## config.mk

```make
export PLATFORM = sky130hd
export DESIGN_NAME = trs_back_flat
export DESIGN_NICKNAME = d
export VERILOG_FILES = /design/src/design/trs_pkg.sv /design/src/design/trs_out_if.sv /design/src/design/trs_back.sv /design/src/flat_wrapper.sv
export SDC_FILE = /design/constraint.sdc
export NUM_CORES = 2
export LEC_CHECK = 0
export ABC_AREA = 1
export BUFFER_PORTS_ARGS = -buffer_cell sky130_fd_sc_hd__buf_2
export CAP_MARGIN = 20
export CORE_ASPECT_RATIO = 1.2
export CORE_MARGIN = 2
export CORE_UTILIZATION = 59
export DETAILED_ROUTE_END_ITERATION = 8
export PLACE_DENSITY = 0.79
export SYNTH_ARGS = -nofsm -noshare
export SYNTH_HDL_FRONTEND = slang
export SYNTH_SLANG_ARGS = --single-unit
```

## constraint.sdc

```tcl
create_clock -name clk_i -period 10.6 [get_ports clk_i]
set_input_delay 1.06 -clock clk_i [delete_from_list [all_inputs] [get_ports clk_i]]
set_output_delay 1.06 -clock clk_i [all_outputs]
set_load 0.02 [all_outputs]
```

## src/design/trs_pkg.sv

```systemverilog
// shared types, codes and helpers for the triangle rasterizer
`timescale 1ns / 1ps
package trs_pkg;

  // item kinds
  localparam logic KIND_LOAD = 1'b0;
  localparam logic KIND_STEP = 1'b1;

  // vertex slot that completes a triangle
  localparam logic [1:0] SLOT_LAST = 2'd2;

  typedef enum logic [1:0] {
    F_RUN,
    F_BOX,
    F_EDGE
  } front_state_e;

  typedef enum logic [2:0] {
    B_IDLE,
    B_MUL,
    B_COMB,
    B_WMUL,
    B_DIV,
    B_DONE
  } back_state_e;

  // one visited pixel with the vertex data used to shade it
  typedef struct packed {
    logic [10:0]      px;
    logic [10:0]      py;
    logic             covered;
    logic             last;
    logic [2:0][15:0] vx;
    logic [2:0][15:0] vy;
    logic [2:0][12:0] vu;
    logic [2:0][12:0] vv;
  } job_t;

  // Q12.4 to whole pixel, truncated toward zero
  function automatic logic signed [11:0] trunc_pix(input logic signed [15:0] v);
    logic signed [15:0] t;
    t = v[15] ? (v + 16'sd15) : v;
    return t[15:4];
  endfunction

endpackage

```

## src/design/trs_out_if.sv

```systemverilog
// output channel: one shaded pixel per transaction
`timescale 1ns / 1ps
interface trs_out_if;
  logic       valid;
  logic       ready;
  logic [8:0] pix_x;
  logic [7:0] pix_y;
  logic       covered;
  logic [7:0] red;
  logic [7:0] green;
  logic       last;

  modport source (output valid, pix_x, pix_y, covered, red, green, last, input ready);
  modport sink (input valid, pix_x, pix_y, covered, red, green, last, output ready);
endinterface

```

## src/design/trs_back.sv

```systemverilog
// back end: barycentric shading with shared multipliers and a serial divider
`timescale 1ns / 1ps
module trs_back (
  input  logic          clk_i,
  input  logic          rst_ni,
  input  logic          job_valid_i,
  output logic          job_ready_o,
  input  trs_pkg::job_t job_i,
  trs_out_if.source     out_o
);

  trs_pkg::back_state_e state_q, state_d;

  trs_pkg::job_t      job_q;
  logic [2:0]         mcnt_q;
  logic [3:0]         div_cnt_q;
  logic               ch_q;
  logic signed [35:0] prod_q [6];
  logic [36:0]        d_q;
  logic [36:0]        w_q [3];
  logic [51:0]        su_q, sv_q;
  logic [59:0]        rem_q, dsh_q;
  logic [7:0]         quo_q, red_q, green_q;
  logic               out_valid_q;

  logic               pop, done_fire;
  logic signed [17:0] v0x, v0y, v1x, v1y, v2x, v2y, ma, mb;
  logic signed [35:0] mprod;
  logic signed [36:0] d_s, nb_s, nc_s;
  logic signed [37:0] d38, nb38, nc38;
  logic signed [39:0] wa_raw;
  logic [36:0]        wa_c, wb_c, wc_c, dd_c;
  logic [36:0]        wsel;
  logic [12:0]        tsel;
  logic [49:0]        wprod;
  logic               ge, fin_div, sat;
  logic [7:0]         qn, res;

  function automatic logic signed [17:0] sx18(input logic [15:0] v);
    return 18'(signed'(v));
  endfunction

  function automatic logic [36:0] clamp_w(input logic signed [39:0] n,
                                          input logic signed [39:0] dmax);
    logic [36:0] r;
    if (n < 40'sd0) r = 37'd0;
    else if (n > dmax) r = dmax[36:0];
    else r = n[36:0];
    return r;
  endfunction

  function automatic logic [59:0] num_of(input logic [51:0] s);
    return {s, 8'd0} - {8'd0, s};
  endfunction

  assign job_ready_o = (state_q == trs_pkg::B_IDLE);
  assign pop         = job_valid_i && job_ready_o;
  assign done_fire   = (state_q == trs_pkg::B_DONE) && (!out_valid_q || out_o.ready);

  // vectors relative to vertex 0, pixel centre in Q12.4
  always_comb begin
    v0x = sx18(job_q.vx[1]) - sx18(job_q.vx[0]);
    v0y = sx18(job_q.vy[1]) - sx18(job_q.vy[0]);
    v1x = sx18(job_q.vx[2]) - sx18(job_q.vx[0]);
    v1y = sx18(job_q.vy[2]) - sx18(job_q.vy[0]);
    v2x = signed'({3'd0, job_q.px, 4'd8}) - sx18(job_q.vx[0]);
    v2y = signed'({3'd0, job_q.py, 4'd8}) - sx18(job_q.vy[0]);
  end

  // shared cross-product multiplier
  always_comb begin
    case (mcnt_q)
      3'd0:    begin ma = v0x; mb = v1y; end
      3'd1:    begin ma = v0y; mb = v1x; end
      3'd2:    begin ma = v2x; mb = v1y; end
      3'd3:    begin ma = v2y; mb = v1x; end
      3'd4:    begin ma = v0x; mb = v2y; end
      default: begin ma = v0y; mb = v2x; end
    endcase
    mprod = ma * mb;
  end

  // area, sign fix and clamped weights
  always_comb begin
    d_s    = 37'(prod_q[0]) - 37'(prod_q[1]);
    nb_s   = 37'(prod_q[2]) - 37'(prod_q[3]);
    nc_s   = 37'(prod_q[4]) - 37'(prod_q[5]);
    d38    = d_s[36] ? -38'(d_s) : 38'(d_s);
    nb38   = d_s[36] ? -38'(nb_s) : 38'(nb_s);
    nc38   = d_s[36] ? -38'(nc_s) : 38'(nc_s);
    wa_raw = 40'(d38) - 40'(nb38) - 40'(nc38);
    if (d_s == 37'sd0) begin
      dd_c = 37'd1;
      wa_c = 37'd1;
      wb_c = 37'd0;
      wc_c = 37'd0;
    end else begin
      dd_c = d38[36:0];
      wa_c = clamp_w(wa_raw, 40'(d38));
      wb_c = clamp_w(40'(nb38), 40'(d38));
      wc_c = clamp_w(40'(nc38), 40'(d38));
    end
  end

  // weight times texture multiplier
  always_comb begin
    case (mcnt_q)
      3'd0:    begin wsel = w_q[0]; tsel = job_q.vu[0]; end
      3'd1:    begin wsel = w_q[1]; tsel = job_q.vu[1]; end
      3'd2:    begin wsel = w_q[2]; tsel = job_q.vu[2]; end
      3'd3:    begin wsel = w_q[0]; tsel = job_q.vv[0]; end
      3'd4:    begin wsel = w_q[1]; tsel = job_q.vv[1]; end
      default: begin wsel = w_q[2]; tsel = job_q.vv[2]; end
    endcase
    wprod = 50'(wsel) * 50'(tsel);
  end

  // restoring divider step, first step detects saturation
  always_comb begin
    ge      = (rem_q >= dsh_q);
    qn      = {quo_q[6:0], ge};
    sat     = (div_cnt_q == 4'd0) && ge;
    fin_div = sat || (div_cnt_q == 4'd8);
    res     = sat ? 8'hFF : qn;
  end

  // state register
  always_ff @(posedge clk_i or negedge rst_ni) begin
    if (!rst_ni) begin
      state_q <= trs_pkg::B_IDLE;
    end else begin
      state_q <= state_d;
    end
  end

  // next state
  always_comb begin
    state_d = state_q;
    unique case (state_q)
      trs_pkg::B_IDLE: begin
        if (pop) state_d = job_i.covered ? trs_pkg::B_MUL : trs_pkg::B_DONE;
      end
      trs_pkg::B_MUL: begin
        if (mcnt_q == 3'd5) state_d = trs_pkg::B_COMB;
      end
      trs_pkg::B_COMB: state_d = trs_pkg::B_WMUL;
      trs_pkg::B_WMUL: begin
        if (mcnt_q == 3'd5) state_d = trs_pkg::B_DIV;
      end
      trs_pkg::B_DIV: begin
        if (fin_div && ch_q) state_d = trs_pkg::B_DONE;
      end
      trs_pkg::B_DONE: begin
        if (done_fire) state_d = trs_pkg::B_IDLE;
      end
      default: state_d = trs_pkg::B_IDLE;
    endcase
  end

  // shading datapath
  always_ff @(posedge clk_i) begin
    unique case (state_q)
      trs_pkg::B_IDLE: begin
        if (pop) begin
          job_q   <= job_i;
          mcnt_q  <= 3'd0;
          red_q   <= 8'd0;
          green_q <= 8'd0;
        end
      end
      trs_pkg::B_MUL: begin
        prod_q[mcnt_q] <= mprod;
        mcnt_q         <= (mcnt_q == 3'd5) ? 3'd0 : mcnt_q + 3'd1;
      end
      trs_pkg::B_COMB: begin
        d_q    <= dd_c;
        w_q[0] <= wa_c;
        w_q[1] <= wb_c;
        w_q[2] <= wc_c;
        su_q   <= 52'd0;
        sv_q   <= 52'd0;
        mcnt_q <= 3'd0;
      end
      trs_pkg::B_WMUL: begin
        if (mcnt_q < 3'd3) su_q <= su_q + 52'(wprod);
        else sv_q <= sv_q + 52'(wprod);
        mcnt_q <= mcnt_q + 3'd1;
        if (mcnt_q == 3'd5) begin
          rem_q     <= num_of(su_q);
          dsh_q     <= {3'd0, d_q, 20'd0};
          quo_q     <= 8'd0;
          div_cnt_q <= 4'd0;
          ch_q      <= 1'b0;
        end
      end
      trs_pkg::B_DIV: begin
        if (fin_div) begin
          if (!ch_q) begin
            red_q <= res;
          end else begin
            green_q <= res;
          end
          rem_q     <= num_of(sv_q);
          dsh_q     <= {3'd0, d_q, 20'd0};
          quo_q     <= 8'd0;
          div_cnt_q <= 4'd0;
          ch_q      <= 1'b1;
        end else begin
          quo_q     <= qn;
          rem_q     <= ge ? (rem_q - dsh_q) : rem_q;
          dsh_q     <= {1'b0, dsh_q[59:1]};
          div_cnt_q <= div_cnt_q + 4'd1;
        end
      end
      default: begin
      end
    endcase
  end

  // output register
  always_ff @(posedge clk_i or negedge rst_ni) begin
    if (!rst_ni) begin
      out_valid_q <= 1'b0;
    end else if (done_fire) begin
      out_valid_q <= 1'b1;
    end else if (out_o.ready) begin
      out_valid_q <= 1'b0;
    end
  end

  always_ff @(posedge clk_i) begin
    if (done_fire) begin
      out_o.pix_x   <= job_q.px[8:0];
      out_o.pix_y   <= job_q.py[7:0];
      out_o.covered <= job_q.covered;
      out_o.last    <= job_q.last;
      out_o.red     <= red_q;
      out_o.green   <= green_q;
    end
  end

  assign out_o.valid = out_valid_q;

  // checks
  a_uncovered_black: assert property (@(posedge clk_i) disable iff (!rst_ni)
    (out_o.valid && !out_o.covered) |-> ((out_o.red == 8'd0) && (out_o.green == 8'd0)))
    else $error("uncovered pixel carries colour");

  a_div_bound: assert property (@(posedge clk_i) disable iff (!rst_ni)
    (state_q == trs_pkg::B_DIV) |-> (div_cnt_q <= 4'd8))
    else $error("divider ran past its last step");

  a_pop_starts_work: assert property (@(posedge clk_i) disable iff (!rst_ni)
    pop |=> (state_q != trs_pkg::B_IDLE))
    else $error("popped pixel not processed");

endmodule

```

## src/flat_wrapper.sv

```systemverilog
// flat-port wrapper written by rule: the top's interface ports become plain ports
module trs_back_flat 
  (clk_i, rst_ni, job_valid_i, job_ready_o, job_i, out_o_valid, out_o_pix_x, out_o_pix_y, out_o_covered, out_o_red, out_o_green, out_o_last, out_o_ready);
  trs_out_if out_o_i ();
  input  logic clk_i;
  input  logic rst_ni;
  input  logic job_valid_i;
  output logic job_ready_o;
  input  trs_pkg::job_t job_i;
  output wire logic [$bits(out_o_i.valid)-1:0] out_o_valid;
  output wire logic [$bits(out_o_i.pix_x)-1:0] out_o_pix_x;
  output wire logic [$bits(out_o_i.pix_y)-1:0] out_o_pix_y;
  output wire logic [$bits(out_o_i.covered)-1:0] out_o_covered;
  output wire logic [$bits(out_o_i.red)-1:0] out_o_red;
  output wire logic [$bits(out_o_i.green)-1:0] out_o_green;
  output wire logic [$bits(out_o_i.last)-1:0] out_o_last;
  input wire logic [$bits(out_o_i.ready)-1:0] out_o_ready;
  assign out_o_valid = out_o_i.valid;
  assign out_o_pix_x = out_o_i.pix_x;
  assign out_o_pix_y = out_o_i.pix_y;
  assign out_o_covered = out_o_i.covered;
  assign out_o_red = out_o_i.red;
  assign out_o_green = out_o_i.green;
  assign out_o_last = out_o_i.last;
  assign out_o_i.ready = out_o_ready;
  trs_back u_core (.clk_i(clk_i), .rst_ni(rst_ni), .job_valid_i(job_valid_i), .job_ready_o(job_ready_o), .job_i(job_i), .out_o(out_o_i));
endmodule
```

**Word-level counts from Yosys, hierarchy flattened**

Memory sizes are Yosys's and may differ from the RTL's.
Index checks and enable logic that the tools add are counted.

- Input bits: 202
- ROM bits: 0
- RAM bits: 327
- Register bits after elaboration: 529
- Latch bits: 0
- Memories kept: 2
- Word-level logic and storage cells: 181

- Multipliers: 2
- Reductions and logical operators: 31
- Add/sub/neg operators: 21
- Shift operators: 0
- Div/mod/pow operators: 0
- Bitwise operators: 0
- Multiplexer cells: 60
- Order comparisons: 8
- Equality and inequality tests: 22

Memory list:

| memory | words | width | read ports | clocked after Yosys merged registers in | wr ports | line | RTL |
|---|---|---|---|---|---|---|---|
| u_core.prod_q | 6 | 36 | 6 | 0 | 1 | trs_back.sv:18 | `logic signed [35:0] prod_q [6];` |
| u_core.w_q | 3 | 37 | 3 | 0 | 3 | trs_back.sv:20 | `logic [36:0] w_q [3];` |

Operators with widths:

| kind | count |
|---|---|
| two-way mux 37 bit | 9 |
| two-way mux 60 bit | 4 |
| case mux 60 bit (2 select lines) | 2 |
| case mux 52 bit (2 select lines) | 2 |
| subtractor 60 x 52 -> 60 bit | 2 |
| two-way mux 38 bit | 3 |
| negator 37 -> 38 bit | 3 |
| subtractor 36 x 36 -> 37 bit | 3 |
| case mux 18 bit (3 select lines) | 2 |
| adder 52 x 50 -> 52 bit | 2 |
| two-way mux 52 bit | 2 |
| subtractor 16 x 16 -> 17 bit | 6 |
| greater-than comparator 38 bit | 2 |
| less-than comparator 38 x 1 -> 1 bit (second input constant) | 2 |
| case mux 37 bit (2 select lines) | 1 |
| case mux 13 bit (5 select lines) | 1 |
| >= comparator 60 bit | 1 |
| subtractor 60 bit | 1 |
| two-way mux 59 bit | 1 |
| multiplier 37 x 13 -> 50 bit | 1 |
| two-way mux 8 bit | 6 |
| greater-than comparator 40 x 38 -> 1 bit | 1 |
| less-than comparator 40 x 1 -> 1 bit (second input constant) | 1 |
| subtractor 39 x 38 -> 40 bit | 1 |
| other kinds (35) | 85 |

**Longest topological paths before layout**

An unclocked memory read counts as a cell.

- Depth after elaboration: 10
- Mapped depth: 56
- Depth with buffers taken out: 54

**Worst setup path before layout**

OpenSTA, ideal clock, no wires.

- Path type: input to register
- From: input port job_valid_i
- To: register u_core.red_q[0], enable pin
- Setup time: 0.357 ns
- Cell stages on the path: 4
- Path slack: -0.378 ns
- Data required time: 10.243 ns
- Arrival time: 10.620 ns
- Path buffers: 0
- Cells stage by stage: inv_1 > nor2_1 > o21ai_0 > inv_1

- Longest elaborated chain between the ends: 3

Ends and longest elaborated chain:

| element | line | RTL |
|---|---|---|
| start, declared | flat_wrapper.sv:7 | `input logic job_valid_i;` |
| logical AND 1 bit | trs_back.sv:57 | `assign pop = job_valid_i && job_ready_o;` |
| != test 2 bit (no source line) | - |  |
| AND reduction 4 bit (no source line) | - |  |
| end signal, assigned | trs_back.sv:199 | `red_q <= res;` |
| end, declared | trs_back.sv:23 | `logic [7:0] quo_q, red_q, green_q;` |

No other way between the ends.
A chain may end at the register's enable or synchronous reset.

**Worst setup path in the final report**

- From: register u_core.job_q[78] (netlist name)
- To: memory u_core.prod_q[2][33] (data pin)

- Longest elaborated chain between the ends: 3

Ends and longest elaborated chain:

| element | line | RTL |
|---|---|---|
| start, declared | trs_back.sv:14 | `trs_pkg::job_t job_q;` |
| start signal, assigned | trs_back.sv:165 | `job_q <= job_i;` |
| subtractor 16 x 16 -> 17 bit, on equally long branches | trs_back.sv:63, trs_back.sv:65, trs_back.sv:67 |  |
| case mux 18 bit (3 select lines) | trs_back.sv:72 | `case (mcnt_q)` |
| multiplier 18 x 18 -> 36 bit * | trs_back.sv:80 | `mprod = ma * mb;` |
| named net u_core.mprod[33] | trs_back.sv:28 | `logic signed [35:0] mprod;` |
| end, declared | trs_back.sv:18 |  |

Mark *: on every way through the listed nets, which the timed path passes. The rest lies on a longest branch.

==> impl_metrics.env <==
export IMPL_status="finished clean"
export IMPL_core_mm2=0.157
export IMPL_n_fill_cell=13320
export IMPL_via_count=84623
export IMPL_die_height_um=440
export IMPL_ys_seq_elements=853
export IMPL_worst_endpoint_arrival_ps=10760
export IMPL_cts_inserted_buffers=93
export IMPL_final_period_utilization_pct=96.7
export IMPL_grt_pass1_wl_um=490000
export IMPL_finalInstanceArea_mm2=0.102
export IMPL_async_reset_ff_share_pct=0.469
export IMPL_skew_ps=103
export IMPL_viasPerCell=5.87
export IMPL_route_detailed_wl_per_inst_um=22.8
export IMPL_reg2reg_setup_slack_ps=350
export IMPL_finalWeightedCongestion=1.06
export IMPL_layout_nets=13982
export IMPL_setup_worst_path_start_class="flop"
export IMPL_crit_path_max_incr_delay_ps=590
export IMPL_portBuffers=238
export IMPL_synth_top_flop_cell="edfxtp_1"
export IMPL_cts_htree_levels=3
export IMPL_clock_sinks=853
export IMPL_antenna_found_initial=20
export IMPL_clock_tree_root_cell="clkbuf_16"
export IMPL_area_growth_pct=8.95
export IMPL_first_global_vias=83973
export IMPL_layout_cells_sized_above_1_pct=6.55
export IMPL_slew_headroom_pct=20.2
export IMPL_maxSlewViolCount=0
export IMPL_die_width_um=367
export IMPL_grt_remaining_overflow=0
export IMPL_cap_viol_max_count=0
export IMPL_timing_critical_path_fanout_max=14
export IMPL_boundaryPins=239
export IMPL_grt_max_degree=187
export IMPL_postSynthCellCount=11846
export IMPL_timing_final_crit_period_ps=10250
export IMPL_clock_insertion_delay_worst_skew_ps=790
export IMPL_mappedNetlistArea_mm2=0.0934
export IMPL_report_final_setup_viol=0
export IMPL_mostFrequentLayoutCells="2510 x nand2_1, 2266 x inv_1, 1225 x nor2_1"
export IMPL_tritoncts="built"
export IMPL_worst_slew_pin_tran_ps=1190
export IMPL_dr_first_iter_drc_count=7782
export IMPL_fin_tns_setup_ps=0
export IMPL_drc=0
export IMPL_dr_pass1_iters=7
export IMPL_placementRows=159
export IMPL_antenna_violating_nets_post_route=0
export IMPL_achievable_frequency_mhz=97.6
export IMPL_timing_final_hold_violations=0
export IMPL_crit_slowest_cell="edfxtp_1"
export IMPL_layout_commonest_cell="nand2_1"
export IMPL_required_ps=11110
export IMPL_drt_total_wl_um=329000
export IMPL_grt_util_all_layers_pct=40.0
export IMPL_starting_density_of_the_core_pct=59.5
export IMPL_clockBufferDepth=3
export IMPL_dieArea_mm2=0.162
export IMPL_placed_area_mm2=0.0984
export IMPL_setup_worst_path_class="reg2reg"
export IMPL_clkSlewWorstSetupHoldPaths_ps=70
export IMPL_synth_distinct_cells=68
export IMPL_yosysSeqAreaShare_pct=27.4
export IMPL_holdCritPathClass="in2async"
export IMPL_syn_mean_instance_area_um2=7.89
export IMPL_edff_count_synth=849
export IMPL_hpwl_um=271000
export IMPL_worstSetupEndpointType="flop"
export IMPL_synth_warning_count=0
[per-layer routing]
layer  global-route usage [%]  vias to the layer above  part of all wire (%)
met4                     31.8                        4                   9.5
met5                        0                        -                0.0082
met3                     6.35                     1186                   7.6
met1                     45.3                    40295                    35
met2                     67.6                     4169                    48
li1                         -                    38969                     -
[cells by family after synthesis]
family	synth area share, %
other cells	0.00401
flops	27.4
fa+ha+maj	26.7
simple gates	19.5
xor+xnor	3.95
compound gates	12.2
buf+inv	10.3
[worst max-delay path, delay by kind of cell (launching register included)]
family	cells	cell delay, ps
AO/OA/AOI/OAI	13	2930
buffers and inverters	7	870
flip-flops	1	590
adder cells (fa/ha/maj)	9	4000
XOR/XNOR	1	380
AND/OR/NAND/NOR	13	1250
[repair_timing]
action	4_1_cts	5_1_grt
endpoints found under the setup margin	0	69
hold buffers	0	0
setup buffers	0	11
gates resized for setup	0	38
[cell usage after synthesis (all sizes together) (7+ instances only)]
master / number / area [um2]
buf: 48 / 295
nor4: 17 / 113
xnor2: 133 / 1160
nand3b: 21 / 158
o21ai: 639 / 3210
ha: 809 / 10100
nor2: 1251 / 4750
o22ai: 7 / 43.8
o21bai: 43 / 323
o221ai: 32 / 280
and2: 7 / 43.8
o2111ai: 27 / 236
nand4: 105 / 663
nand3: 394 / 2040
xor2: 288 / 2520
fa: 741 / 14800
a21o: 37 / 278
a22o: 13 / 114
clkbuf: 165 / 619
a31oi: 79 / 494
o211ai: 33 / 248
inv: 2291 / 8600
nand2: 2545 / 9630
o31ai: 17 / 128
edfxtp: 849 / 25500
a221oi: 18 / 158
clkinv: 19 / 71.3
nor3: 96 / 502
o21a: 88 / 661
a211oi: 20 / 150
or2: 40 / 250
a21boi: 57 / 435
a21oi: 882 / 4430
[registers in the layout, indices dropped and copies added, names as in the netlist]
signal                count
u_core.ch_q               1
u_core.d_q               37
u_core.div_cnt_q          4
u_core.dsh_q             57
u_core.green_q            8
u_core.job_q            198
u_core.mcnt_q             3
u_core.out_o.covered      1
u_core.out_o.green        8
u_core.out_o.last         1
u_core.out_o.pix_x        9
u_core.out_o.pix_y        8
u_core.out_o.red          8
u_core.out_o.valid        1
u_core.prod_q           216
u_core.quo_q              7
u_core.red_q              8
u_core.rem_q             60
u_core.state_q            3
u_core.su_q              52
u_core.sv_q              52
u_core.w_q              111
[worst paths after layout]
kind | from | endpoint | cells after the start
setup / recovery | u_core.job_q[78]$_DFFE_PP_ | u_core.prod_q[2][33]$_DFFE_PP_ | 43
hold / removal | rst_ni | u_core.out_o.valid$_DFFE_PN0P_ | 1
setup reg to reg | u_core.job_q[78]$_DFFE_PP_ | u_core.prod_q[2][33]$_DFFE_PP_ | 43
hold reg to reg | u_core.red_q[6]$_DFFE_PP_ | u_core.out_o.red[6]$_DFFE_PP_ | 0
max in group asynchronous | rst_ni | u_core.state_q[2]$_DFFE_PN0P_ | 1
min in group clk_i | u_core.red_q[6]$_DFFE_PP_ | u_core.out_o.red[6]$_DFFE_PP_ | 0
[area by class of cell]
| class | instances | area (um2) | share of cell area (%) |
|---|---|---|---|
| Timing Repair Buffer | 497 | 3280 | 3.22 |
| Inverter | 2310 | 8700 | 8.55 |
| Sequential cell | 853 | 25600 | 25.1 |
| Clock buffer | 107 | 2380 | 2.34 |
| Antenna cell | 19 | 47.5 | 0.0467 |
| Multi-Input combinational cell | 8475 | 58500 | 57.5 |
| Tap cell | 2093 | 2620 | 2.57 |
| Clock inverter | 62 | 682 | 0.670 |
[through the flow]
step           utilization, %  instances  hold WS [ps]  worst slack [ps]
2_1_floorplan               -      11851           400              1020
3_3_place_gp             62.7      14212           402               343
3_5_place_dp             62.7      14215           405               124
4_1_cts                  64.7      14384          61.2              42.9
5_1_grt                  64.8      14411          89.3              -178
6_report                 64.8      14416           107               352
Power is left out: the tool's default activity adds up to more than one toggle a clock period on the data nets, which glitch-free logic cannot reach.
