`src/design/trs_pkg.sv`:
```
// shared types, codes and helpers for the triangle rasterizer
`timescale 1ns / 1ps
package trs_pkg;

  // item kinds
  localparam logic KIND_LOAD = 1'b0;
  localparam logic KIND_STEP = 1'b1;

  // vertex slot that completes a triangle
  localparam logic [1:0] SLOT_LAST = 2'd2;

  typedef enum logic [1:0] {
    F_RUN,
    F_BOX,
    F_EDGE
  } front_state_e;

  typedef enum logic [2:0] {
    B_IDLE,
    B_MUL,
    B_COMB,
    B_WMUL,
    B_DIV,
    B_DONE
  } back_state_e;

  // one visited pixel with the vertex data used to shade it
  typedef struct packed {
    logic [10:0]      px;
    logic [10:0]      py;
    logic             covered;
    logic             last;
    logic [2:0][15:0] vx;
    logic [2:0][15:0] vy;
    logic [2:0][12:0] vu;
    logic [2:0][12:0] vv;
  } job_t;

  // Q12.4 to whole pixel, truncated toward zero
  function automatic logic signed [11:0] trunc_pix(input logic signed [15:0] v);
    logic signed [15:0] t;
    t = v[15] ? (v + 16'sd15) : v;
    return t[15:4];
  endfunction

endpackage

```
`src/design/trs_queue.sv`:
```
// two-entry pixel queue between front and back end
`timescale 1ns / 1ps
module trs_queue (
  input  logic          clk_i,
  input  logic          rst_ni,
  input  logic          push_valid_i,
  output logic          push_ready_o,
  input  trs_pkg::job_t push_job_i,
  output logic          pop_valid_o,
  input  logic          pop_ready_i,
  output trs_pkg::job_t pop_job_o
);

  trs_pkg::job_t mem_q [2];
  logic          wr_q, rd_q;
  logic [1:0]    cnt_q;
  logic          push, pop;

  assign push_ready_o = (cnt_q != 2'd2);
  assign pop_valid_o  = (cnt_q != 2'd0);
  assign push         = push_valid_i && push_ready_o;
  assign pop          = pop_valid_o && pop_ready_i;
  assign pop_job_o    = mem_q[rd_q];

  // pointers and fill count
  always_ff @(posedge clk_i or negedge rst_ni) begin
    if (!rst_ni) begin
      wr_q  <= 1'b0;
      rd_q  <= 1'b0;
      cnt_q <= 2'd0;
    end else begin
      if (push) wr_q <= !wr_q;
      if (pop) rd_q <= !rd_q;
      cnt_q <= cnt_q + {1'b0, push} - {1'b0, pop};
    end
  end

  // storage
  always_ff @(posedge clk_i) begin
    if (push) mem_q[wr_q] <= push_job_i;
  end

endmodule

```
`config.mk`:
```
export PLATFORM = sky130hd
export DESIGN_NAME = trs_queue
export DESIGN_NICKNAME = d
export VERILOG_FILES = /design/src/design/trs_pkg.sv /design/src/design/trs_queue.sv
export SDC_FILE = /design/constraint.sdc
export NUM_CORES = 1
export LEC_CHECK = 0
export BUFFER_PORTS_ARGS = -buffer_cell sky130_fd_sc_hd__clkbuf_2
export CORE_MARGIN = 8
export CORE_UTILIZATION = 39
export CTS_CLUSTER_SIZE = 12
export DETAILED_ROUTE_END_ITERATION = 8
export HOLD_SLACK_MARGIN = 0.05
export SLEW_MARGIN = 30
export SYNTH_ARGS = -nofsm -noshare
export SYNTH_HDL_FRONTEND = slang
export SYNTH_SLANG_ARGS = --single-unit
```
`constraint.sdc`:
```
create_clock -name clk_i -period 12.45 [get_ports clk_i]
set_input_delay 1.8675 -clock clk_i [delete_from_list [all_inputs] [get_ports clk_i]]
set_output_delay 1.8675 -clock clk_i [all_outputs]
set_load 0.03 [all_outputs]
```
Yosys cells after proc, flatten, opt, wreduce, memory -nomap -nowiden
Memories as Yosys holds them, arrays and structs flattened.
Index checks and enable logic that the tools add are counted.
- register bits after elaboration: 4
- logic and storage cells: 14
- output and inout bits: 200
- input port bits: 202
- RAM bits: 396
- memories: 1
- memories (memory ; words ; bits a word ; read ports ; clocked after memory_dff ; write ports ; line ; text):
    mem_q ; 2 ; 198 ; 1 ; 0 ; 1 ; trs_queue.sv:14 ; trs_pkg::job_t mem_q [2];
- add/sub/neg operators: 2
- equal/unequal tests: 1
- muxes and demuxes: 2
- reductions and logical operators: 5
- operators by type and width (operator ; number):
    $add 2x1->2 ; 1
    $logic_and 1x1->1 ; 2
    $logic_not 1->1 ; 2
    $mux 1 ; 2
    $ne 2x2->1 const B ; 1
    $reduce_bool 2->1 ; 1
    $sub 2x1->2 ; 1

Depth between registers and ports, before layout
Gate-level depths: netlist of run 1.
- depth in word-level cells: 4
- gate-level depth with buffers: 5

Least setup slack after synthesis of run 1
No wires, ideal clock.
- path kind: input to register
- from: in push_valid_i
- to: mem mem_q[0][0] (netlist name) (enable)
- library setup time: 0.760 ns
- setup slack: 1.529 ns
- cell stages on the path: 2
- required time: 11.690 ns
- data arrival time: 10.161 ns
- cell sequence: nand2_1 > nor2_1
- cells in the longest elaborated chain, start to end: 3
- ends and longest elaborated chain (element ; line ; text):
    start, declared ; trs_queue.sv:6 ; input logic push_valid_i,
    $logic_and 1x1->1 ; trs_queue.sv:21 ; assign push = push_valid_i && push_ready_o;
    $mux 1 ; trs_queue.sv:40 ; if (push) mem_q[wr_q] <= push_job_i;
    $mux 1 (implied by the code) ; trs_queue.sv:40 ;
    end, declared ; trs_queue.sv:14 ;
Every way passes these cells.

==> flow_metrics.env, run 1 <==
export IMPL_min_period_ns=4.77
export IMPL_timing_critical_path_fanout_max=63
export IMPL_total_of_hold_buffers_inserted_after_clock_tree_synthesis=0
export IMPL_cts_buffer_count=43
export IMPL_outcome="finished, final reports clean"
export IMPL_synth_warnings=0
export IMPL_final_hold_violating_endpoints=0
export IMPL_synth_net_count=841
export IMPL_totalPowerFinal_mw=4.95
export IMPL_antenna_violating_nets_post_route=0
export IMPL_synth_cell_area_um2=14900
export IMPL_area_growth_syn_to_layout_pct=26.2
export IMPL_synth_edff_count=396
export IMPL_synth_simple_gate_area_share_pct=0.394
export IMPL_rsz0062_at_grt="false"
export IMPL_clock_sinks=400
export IMPL_synth_distinct_cells=19
export IMPL_cts_post_setup_buffers_inserted=0
export IMPL_port_buffers=401
export IMPL_core_footprint_um2=37700
export IMPL_dp_worst_setup_slack_ns=7.83
export IMPL_first_global_vias=7912
export IMPL_clock_tree_root_cell="sky130_fd_sc_hd__clkbuf_16"
export IMPL_initial_antenna_violation_count=4
export IMPL_power_leakage_nw=7.36
export IMPL_crit_type="reg -> out"
export IMPL_gr_total_overflow=0
export IMPL_irDropWorstVdd_mv=0.148
export IMPL_post_synth_xor_area_fraction_pct=0.176
export IMPL_mostFrequentLayoutCell="sky130_fd_sc_hd__clkbuf_2"
export IMPL_die_area_um2=44800
export IMPL_initial_utilization_pct=39.6
export IMPL_cap_viol_max_count=0
export IMPL_origin_of_the_worst_min_delay_path="wr_q"
export IMPL_synth_top_family_by_area="multiplexers"
export IMPL_grt_pass1_wl_um=47400
export IMPL_mean_number_of_vias_per_cell=4.62
export IMPL_dieHeight_um=212
export IMPL_setup_worst_path_start_class="flop"
export IMPL_final_layout_size_suffix_gt1_share_pct=60.7
export IMPL_clock_skew_ns=0.00819
export IMPL_hold_path_cell_count=1
export IMPL_final_worst_setup_slack_ns=7.68
export IMPL_finalWeightedCongestion=0.751
export IMPL_r2r_setup_slack_ns=9.33
export IMPL_tritoncts="done"
export IMPL_cts_resized=0
export IMPL_floorplan_io_pins=402
export IMPL_synth_flop_type="sky130_fd_sc_hd__edfxtp_1"
export IMPL_cts_clk_slew_worst_paths_ns=0.05
export IMPL_summed_negative_setup_slack_over_all_endpoints_ns=0
export IMPL_clkLatencyLatePin_ns=0.54
export IMPL_drt_wl_total_um=32800
export IMPL_nature_of_the_critical_path_endpoint="output pin"
export IMPL_floorplan_rows=71
export IMPL_worstReg2RegStart="cnt_q[0]"
export IMPL_critical_path_required_ns=10.58
export IMPL_grt_max_degree=78
export IMPL_grtUsageTotal_pct=14.0
export IMPL_finish_net_count=1274
export IMPL_timing_rr_end="mem_q[0][174]"
export IMPL_holdCritPathClass="reg -> reg"
export IMPL_transition_time_at_the_pin_with_the_least_slew_margin_ns=0.902
export IMPL_synth_compound_gate_area_share_pct=0.159
export IMPL_most_common_layout_cells="401 x sky130_fd_sc_hd__clkbuf_2, 396 x sky130_fd_sc_hd__edfxtp_1, 100 x sky130_fd_sc_hd__mux2_4"
export IMPL_synth_avg_cell_area_um2=23.4
export IMPL_number_of_drc_markers_in_iteration_0=343
export IMPL_ys_seq_elements=400
export IMPL_cts_path_max_buffers=3
export IMPL_finalSetupViolations=0
export IMPL_layout_cell_area_non_filler_um2=18800
export IMPL_cts_max_level=2
export IMPL_die_x_um=212
export IMPL_detailed_place_area_um2=17500
export IMPL_drt_first_pass_iters=4
export IMPL_pwr_cell_area_nw_per_um2=263
export IMPL_fraction_of_the_mapped_netlist_area_in_adder_cells_pct=0.0839
export IMPL_worst_hold_path_ep="wr_q"
export IMPL_vias=7451
export IMPL_max_slew_margin_pct=39.8
export IMPL_ys_async_sr_fraction_pct=1.00
export IMPL_sequential_area_share_after_synthesis_pct=80.4
export IMPL_report_final_slew_viol_count=0
export IMPL_fmaxAchievable_ghz=0.210
export IMPL_critical_path_arrival_ns=2.90
export IMPL_synthesis_instances=638
export IMPL_wire_per_inst_um=20.3
export IMPL_final_min_period_over_clock_period_pct=38.3
export IMPL_synth_mux_area_share_pct=17.5
export IMPL_total_drc_errors_in_the_routed_layout=0
export IMPL_reg2reg_depth=5
export IMPL_final_util_pct=50.0
export IMPL_dp_hpwl_um=23000
-- sequential cells by signal, indices dropped and copies added, names as in the netlist --
name / count
wr_q: 1
mem_q: 396
cnt_q: 2
rd_q: 1
-- through the flow --
step,hold slack [ns],cells
2_1_floorplan,0.460,638
3_3_place_gp,0.540,1535
3_5_place_dp,0.579,1537
4_1_cts,0.590,1610
5_1_grt,0.613,1611
6_report,0.579,1612
-- critical path, cell delays in order, from the launching register on --
cell                       delay [ns]
sky130_fd_sc_hd__dfrtp_4         0.77
sky130_fd_sc_hd__buf_16          0.30
sky130_fd_sc_hd__buf_6           0.58
sky130_fd_sc_hd__mux2_2          0.42
sky130_fd_sc_hd__clkbuf_2        0.19
-- report_power, final --
part,switching [mW],internal (mW),total (mW)
registers,0.0916,1.84,1.93
logic,1.18,0.646,1.82
clock network,0.477,0.718,1.19
total,1.74,3.21,4.95
-- worst max-delay path by stage --
stage	slack [ns]	startpoint	cells after the start	end
after floorplan	1.53	push_valid_i	2	mem_q[0][0]
after global placement	7.67	rd_q	3	pop_job_o[68]
after detailed placement	7.83	push_valid_i	5	mem_q[0][117]
after CTS	7.56	rd_q	4	pop_job_o[7]
after global routing	7.49	rd_q	4	pop_job_o[7]
final	7.68	rd_q	4	pop_job_o[7]
-- synthesized netlist by cell type, types with 2 or more instances --
| cell type | n | area share [%] |
|---|---|---|
| sky130_fd_sc_hd__buf_2 | 8 | 0.27 |
| sky130_fd_sc_hd__buf_6 | 14 | 1.1 |
| sky130_fd_sc_hd__dfrtp_1 | 4 | 0.67 |
| sky130_fd_sc_hd__edfxtp_1 | 396 | 80 |
| sky130_fd_sc_hd__mux2_2 | 98 | 7.4 |
| sky130_fd_sc_hd__mux2_4 | 100 | 10 |
| sky130_fd_sc_hd__nand2_1 | 2 | 0.050 |
| sky130_fd_sc_hd__nor2_1 | 3 | 0.075 |
| sky130_fd_sc_hd__xnor2_1 | 3 | 0.18 |
-- routing by layer --
metal | GRT usage (%) | up-vias | wire (um) | share of wire (%)
li1 | - | 3430 | - | -
met1 | 16.9 | 3679 | 13300 | 41
met2 | 22.4 | 286 | 15600 | 47
met3 | 5.21 | 52 | 2950 | 9.0
met4 | 5.85 | 4 | 899 | 2.7
met5 | 0 | - | 27 | 0.082
-- final cells by class --
class / count / area [um2]
diodes: 2 / 5.00
clock buffers: 57 / 1170
clock inverters: 16 / 146
fillers: 3194 / 18800
multi-input cells: 216 / 2740
flip-flops and latches: 400 / 12000
well taps: 511 / 639
repair buffers: 410 / 2130
-- cells by family (layout without fill, tap and decap cells) --
kind of cell,Yosys count,count (layout)
simple gates,11,11
compound gates,3,3
buf+inv,22,483
xor+xnor,3,3
other cells,0,2
flops,400,400
mux,198,198
fa+ha+maj,1,1
Power figures use the tool's default switching activity.
==> run 2, diff against run 1 <==
==> constraint.sdc (replaced) <==
create_clock -name clk_i -period 3.9 [get_ports clk_i]
set_input_delay 0.585 -clock clk_i [delete_from_list [all_inputs] [get_ports clk_i]]
set_output_delay 0.585 -clock clk_i [all_outputs]
set_load 0.03 [all_outputs]
==> run 2 against run 1 <==
Net effect: critical path depth shrank 1; sequential share of layout area shrank 0.31 points; largest cell class unchanged; highest routed layer unchanged; count of clock-buffer cells in the layout grew 1; total power grew to 3.2 times the previous value; first-iteration DRC count shrank 6.7%; clock power grew to 3.1 times the previous value; largest power group unchanged.
==> flow_metrics.env, run 2 (synthesized netlist as in run 1, its figures left out) <==
export IMPL_total_drc_errors_in_the_routed_layout=0
export IMPL_finalSetupViolations=0
export IMPL_clock_skew_ns=0.00918
export IMPL_origin_of_the_worst_min_delay_path="push_job_i[57]"
export IMPL_clock_sinks=400
export IMPL_layout_cell_area_non_filler_um2=18900
export IMPL_final_worst_setup_slack_ns=0.954
export IMPL_tritoncts="done"
export IMPL_irDropWorstVdd_mv=0.511
export IMPL_rsz0062_at_grt="false"
export IMPL_core_footprint_um2=37700
export IMPL_mean_number_of_vias_per_cell=4.68
export IMPL_die_x_um=212
export IMPL_initial_antenna_violation_count=4
export IMPL_instances_no_fill=1614
export IMPL_post_place_cells=1542
export IMPL_report_final_slew_viol_count=0
export IMPL_die_area_um2=44800
export IMPL_transition_time_at_the_pin_with_the_least_slew_margin_ns=0.814
export IMPL_fmaxAchievable_ghz=0.339
export IMPL_final_min_period_over_clock_period_pct=75.5
export IMPL_critical_path_required_ns=3.31
export IMPL_setup_worst_path_start_class="flop"
export IMPL_mostFrequentLayoutCell="sky130_fd_sc_hd__clkbuf_2"
export IMPL_cts_max_level=2
export IMPL_clock_tree_root_cell="sky130_fd_sc_hd__clkbuf_16"
export IMPL_cts_buffer_count=42
export IMPL_timing_critical_path_fanout_max=41
export IMPL_final_layout_size_suffix_gt1_share_pct=60.9
export IMPL_nature_of_the_critical_path_endpoint="output pin"
export IMPL_cts_resized=0
export IMPL_largest_registers="mem_q: 396 flops, cnt_q: 2 flops"
export IMPL_cap_viol_max_count=0
export IMPL_max_slew_margin_pct=45.6
export IMPL_final_seq_area_um2=12000
export IMPL_critical_path_arrival_ns=2.36
export IMPL_grt_pass1_wl_um=48100
export IMPL_largest_reg_flops=396
export IMPL_initial_utilization_pct=39.6
export IMPL_multi_input_comb_area_um2=2750
export IMPL_port_buffers=401
export IMPL_final_util_pct=50.2
export IMPL_regMostFlops="mem_q"
export IMPL_worstReg2RegStart="cnt_q[0]"
export IMPL_fillCellCount=3210
export IMPL_most_common_layout_cells="401 x sky130_fd_sc_hd__clkbuf_2, 396 x sky130_fd_sc_hd__edfxtp_1, 100 x sky130_fd_sc_hd__mux2_4"
export IMPL_detailed_place_area_um2=17700
export IMPL_crit_start="rd_q"
export IMPL_floorplan_io_pins=402
export IMPL_dp_worst_setup_slack_ns=1.46
export IMPL_drt_wl_total_um=33200
export IMPL_holdCritPathClass="in -> reg"
export IMPL_number_of_drc_markers_in_iteration_0=320
export IMPL_dp_hpwl_um=23500
export IMPL_final_hold_violating_endpoints=0
export IMPL_drt_first_pass_iters=6
export IMPL_totalPowerFinal_mw=15.8
export IMPL_grtUsageTotal_pct=14.2
export IMPL_wire_per_inst_um=20.6
export IMPL_grt_max_degree=56
export IMPL_area_growth_syn_to_layout_pct=26.8
export IMPL_min_period_ns=2.95
export IMPL_gr_total_overflow=0
export IMPL_floorplan_rows=71
export IMPL_antenna_violating_nets_post_route=0
export IMPL_summed_negative_setup_slack_over_all_endpoints_ns=0
export IMPL_power_leakage_nw=7.39
export IMPL_vias=7554
export IMPL_finish_net_count=1279
export IMPL_cts_clk_slew_worst_paths_ns=0.06
export IMPL_first_global_vias=7969
export IMPL_dieHeight_um=212
export IMPL_pwr_cell_area_nw_per_um2=834
export IMPL_crit_type="reg -> out"
export IMPL_holdWs_ns=0.236
export IMPL_clkLatencyLatePin_ns=0.54
export IMPL_cts_path_max_buffers=3
export IMPL_outcome="finished, final reports clean"
export IMPL_finalWeightedCongestion=0.765
-- run 2: layout make-up --
type	instances	share of cell area, %
timing repair buffer	416	12.0
tap	511	3.38
sequential	400	63.4
clock buffer	58	6.21
clock inverter	11	0.403
antenna	2	0.0265
multi-input combinational	216	14.6
-- run 2: per-layer routing --
metal / wire, um / share of wire [%] / vias to the layer above / global-route usage, %
li1: - / - / 3431 / -
met1: 13400 / 40 / 3806 / 17.2
met2: 16100 / 48 / 266 / 23.0
met3: 3090 / 9.3 / 47 / 5.56
met4: 619 / 1.9 / 4 / 4.74
met5: 27 / 0.081 / - / 0
-- run 2: timing repair --
action,CTS,global route
setup buffers,0,0
hold buffers,1,0
setup endpoints to repair,0,0
endpoints found under the hold margin,4,0
-- run 2: report_power, final --
group          internal, mW  switching (mW)  total [mW]
sequential             5.87           0.317        6.19
clock                  2.15            1.50        3.66
combinational          2.16            3.78        5.94
-- run 2: final timing paths --
check | endpoint | slack, ns | depth (start not counted)
setup reg to reg | mem_q[1][128] | 1.83 | 3
hold / removal | mem_q[1][57] | 0.24 | 1
max in group asynchronous | rd_q | 3.34 | 2
setup / recovery | pop_job_o[72] | 0.95 | 3
hold reg to reg | wr_q | 0.55 | 1
min in group asynchronous | wr_q | 0.41 | 2
-- run 2: worst max-delay path, stage by stage, from the launching register on --
cell and delay (ns):
sky130_fd_sc_hd__dfrtp_4 0.88, sky130_fd_sc_hd__buf_12 0.31, sky130_fd_sc_hd__mux2_2 0.41, sky130_fd_sc_hd__clkbuf_2 0.20
==> run 3, diff against run 2 <==
==> constraint.sdc (replaced) <==
create_clock -name clk_i -period 3 [get_ports clk_i]
set_input_delay 0.45 -clock clk_i [delete_from_list [all_inputs] [get_ports clk_i]]
set_output_delay 0.45 -clock clk_i [all_outputs]
set_load 0.03 [all_outputs]
==> run 3 against run 2 <==
Net effect: final area up 0.74%; cell count rose by 1.1%; die area unchanged; highest routed layer unchanged; flip-flop and latch count did not move; critical endpoint unchanged; worst setup slack lost 0.60 ns; worst hold slack worse by 0.14 ns; combinational power is 32% higher.
==> flow_metrics.env, run 3 (synthesized netlist as in run 1, its figures left out) <==
export IMPL_fmaxAchievable_ghz=0.378
export IMPL_mean_number_of_vias_per_cell=4.61
export IMPL_antenna_violating_nets_post_route=0
export IMPL_clock_tree_root_cell="sky130_fd_sc_hd__clkbuf_16"
export IMPL_finish_net_count=1292
export IMPL_totalPowerFinal_mw=20.7
export IMPL_finalSetupViolations=0
export IMPL_clock_sinks=400
export IMPL_cts_buffer_count=43
export IMPL_vias=7517
export IMPL_grt_max_degree=61
export IMPL_crit_chain="buf_12 -> mux2_2 -> clkbuf_2"
export IMPL_mostFrequentLayoutCell="sky130_fd_sc_hd__clkbuf_2"
export IMPL_fillCellCount=3160
export IMPL_grtUsageTotal_pct=14.1
export IMPL_regMostFlops="mem_q"
export IMPL_timing_critical_path_buf_inv=2
export IMPL_dp_hpwl_um=23500
export IMPL_dieHeight_um=212
export IMPL_gr_total_overflow=0
export IMPL_finalWeightedCongestion=0.755
export IMPL_initial_utilization_pct=39.6
export IMPL_post_place_cells=1549
export IMPL_setup_worst_path_start_class="flop"
export IMPL_timing_critical_path_slowest_stage_cell="sky130_fd_sc_hd__dfrtp_4"
export IMPL_cts_clk_slew_worst_paths_ns=0.06
export IMPL_transition_time_at_the_pin_with_the_least_slew_margin_ns=0.605
export IMPL_dp_worst_setup_slack_ns=0.909
export IMPL_pwr_cell_area_nw_per_um2=1080
export IMPL_port_buffers=401
export IMPL_nature_of_the_critical_path_endpoint="output pin"
export IMPL_irDropWorstVdd_mv=0.549
export IMPL_final_seq_area_um2=12000
export IMPL_holdCritPathClass="in -> reg"
export IMPL_tritoncts="done"
export IMPL_largest_registers="mem_q: 396 flops, cnt_q: 2 flops"
export IMPL_min_period_ns=2.64
export IMPL_initial_antenna_violation_count=3
export IMPL_final_min_period_over_clock_period_pct=88.1
export IMPL_clock_skew_ns=0.00710
export IMPL_final_layout_size_suffix_gt1_share_pct=60.5
export IMPL_crit_type="reg -> out"
export IMPL_worst_path_largest_cell_delay_ns=0.61
export IMPL_instances_no_fill=1631
export IMPL_drt_wl_total_um=33100
export IMPL_final_worst_setup_slack_ns=0.358
export IMPL_total_drc_errors_in_the_routed_layout=0
export IMPL_area_growth_syn_to_layout_pct=27.8
export IMPL_largest_reg_flops=396
export IMPL_max_slew_margin_pct=59.7
export IMPL_crit_family="flip-flops"
export IMPL_grt_pass1_wl_um=47700
export IMPL_number_of_drc_markers_in_iteration_0=356
export IMPL_timing_critical_path_fanout_max=59
export IMPL_holdWs_ns=0.0959
export IMPL_critical_path_required_ns=2.55
export IMPL_core_footprint_um2=37700
export IMPL_cts_resized=0
export IMPL_floorplan_rows=71
export IMPL_summed_negative_setup_slack_over_all_endpoints_ns=0
export IMPL_final_hold_violating_endpoints=0
export IMPL_die_area_um2=44800
export IMPL_cap_viol_max_count=0
export IMPL_critical_path_arrival_ns=2.19
export IMPL_report_final_slew_viol_count=0
export IMPL_cts_max_level=2
export IMPL_outcome="finished, final reports clean"
export IMPL_multi_input_comb_area_um2=2750
export IMPL_wire_per_inst_um=20.3
export IMPL_power_leakage_nw=7.45
export IMPL_floorplan_io_pins=402
export IMPL_clkLatencyLatePin_ns=0.54
export IMPL_cts_path_max_buffers=3
export IMPL_rsz0062_at_grt="false"
export IMPL_first_global_vias=7967
export IMPL_die_x_um=212
export IMPL_most_common_layout_cells="401 x sky130_fd_sc_hd__clkbuf_2, 396 x sky130_fd_sc_hd__edfxtp_1, 100 x sky130_fd_sc_hd__mux2_4"
export IMPL_drt_first_pass_iters=4
-- run 3: changes by cell type in the layout (fill, tap and decap cells not counted), sizes merged --
cell | before | now
buf | 14 | 21
clkinvlp | 0 | 2
clkbuf | 459 | 463
dlygate4sd3 | 1 | 6
diode | 2 | 1
-- run 3: path summary, 6_finish.rpt --
check | startpoint | endpoint | slack (ns) | depth (start not counted)
min in group asynchronous | rst_ni | rd_q | 0.28 | 2
hold reg to reg | wr_q | wr_q | 0.55 | 1
hold / removal | push_job_i[191] | mem_q[0][191] | 0.1 | 1
max in group asynchronous | rst_ni | rd_q | 2.57 | 2
setup reg to reg | cnt_q[0] | mem_q[1][181] | 1.11 | 3
setup / recovery | rd_q | pop_job_o[72] | 0.36 | 3
-- run 3: routing by layer --
metal / vias up / track usage (%) / routed length, um
met4: 4 / 4.86 / 741
met5: - / 0 / 25
met2: 274 / 23.0 / 16000
met1: 3727 / 17.0 / 13300
met3: 52 / 5.35 / 3030
li1: 3460 / - / -
-- run 3: through the flow --
| step | instance area, um2 | utilization (%) |
|---|---|---|
| after floorplan | 14900 | - |
| after global placement | 17700 | 47.0 |
| after detailed placement | 17700 | 47.0 |
| after CTS | 19100 | 50.6 |
| after global routing | 19100 | 50.6 |
| final | 19100 | 50.6 |
-- run 3: timing repair --
item                                   4_1_cts  5_1_grt
hold buffers                                 6        0
endpoints found under the hold margin       13        0
buffers inserted                             0        0
-- run 3: cell type report --
cell class,instances,share of cell area [%]
repair buffers,428,12.5
clock inverters,13,0.466
clock buffers,62,6.24
multi-input cells,216,14.5
flip-flops and latches,400,62.9
well taps,511,3.36
diodes,1,0.0131
-- run 3: where the power goes --
group / leakage (nW) / internal, mW / total, mW / switching, mW
clock: 0.610 / 2.83 / 4.82 / 1.99
sequential: 3.73 / 7.63 / 7.96 / 0.335
combinational: 3.11 / 2.88 / 7.87 / 4.99
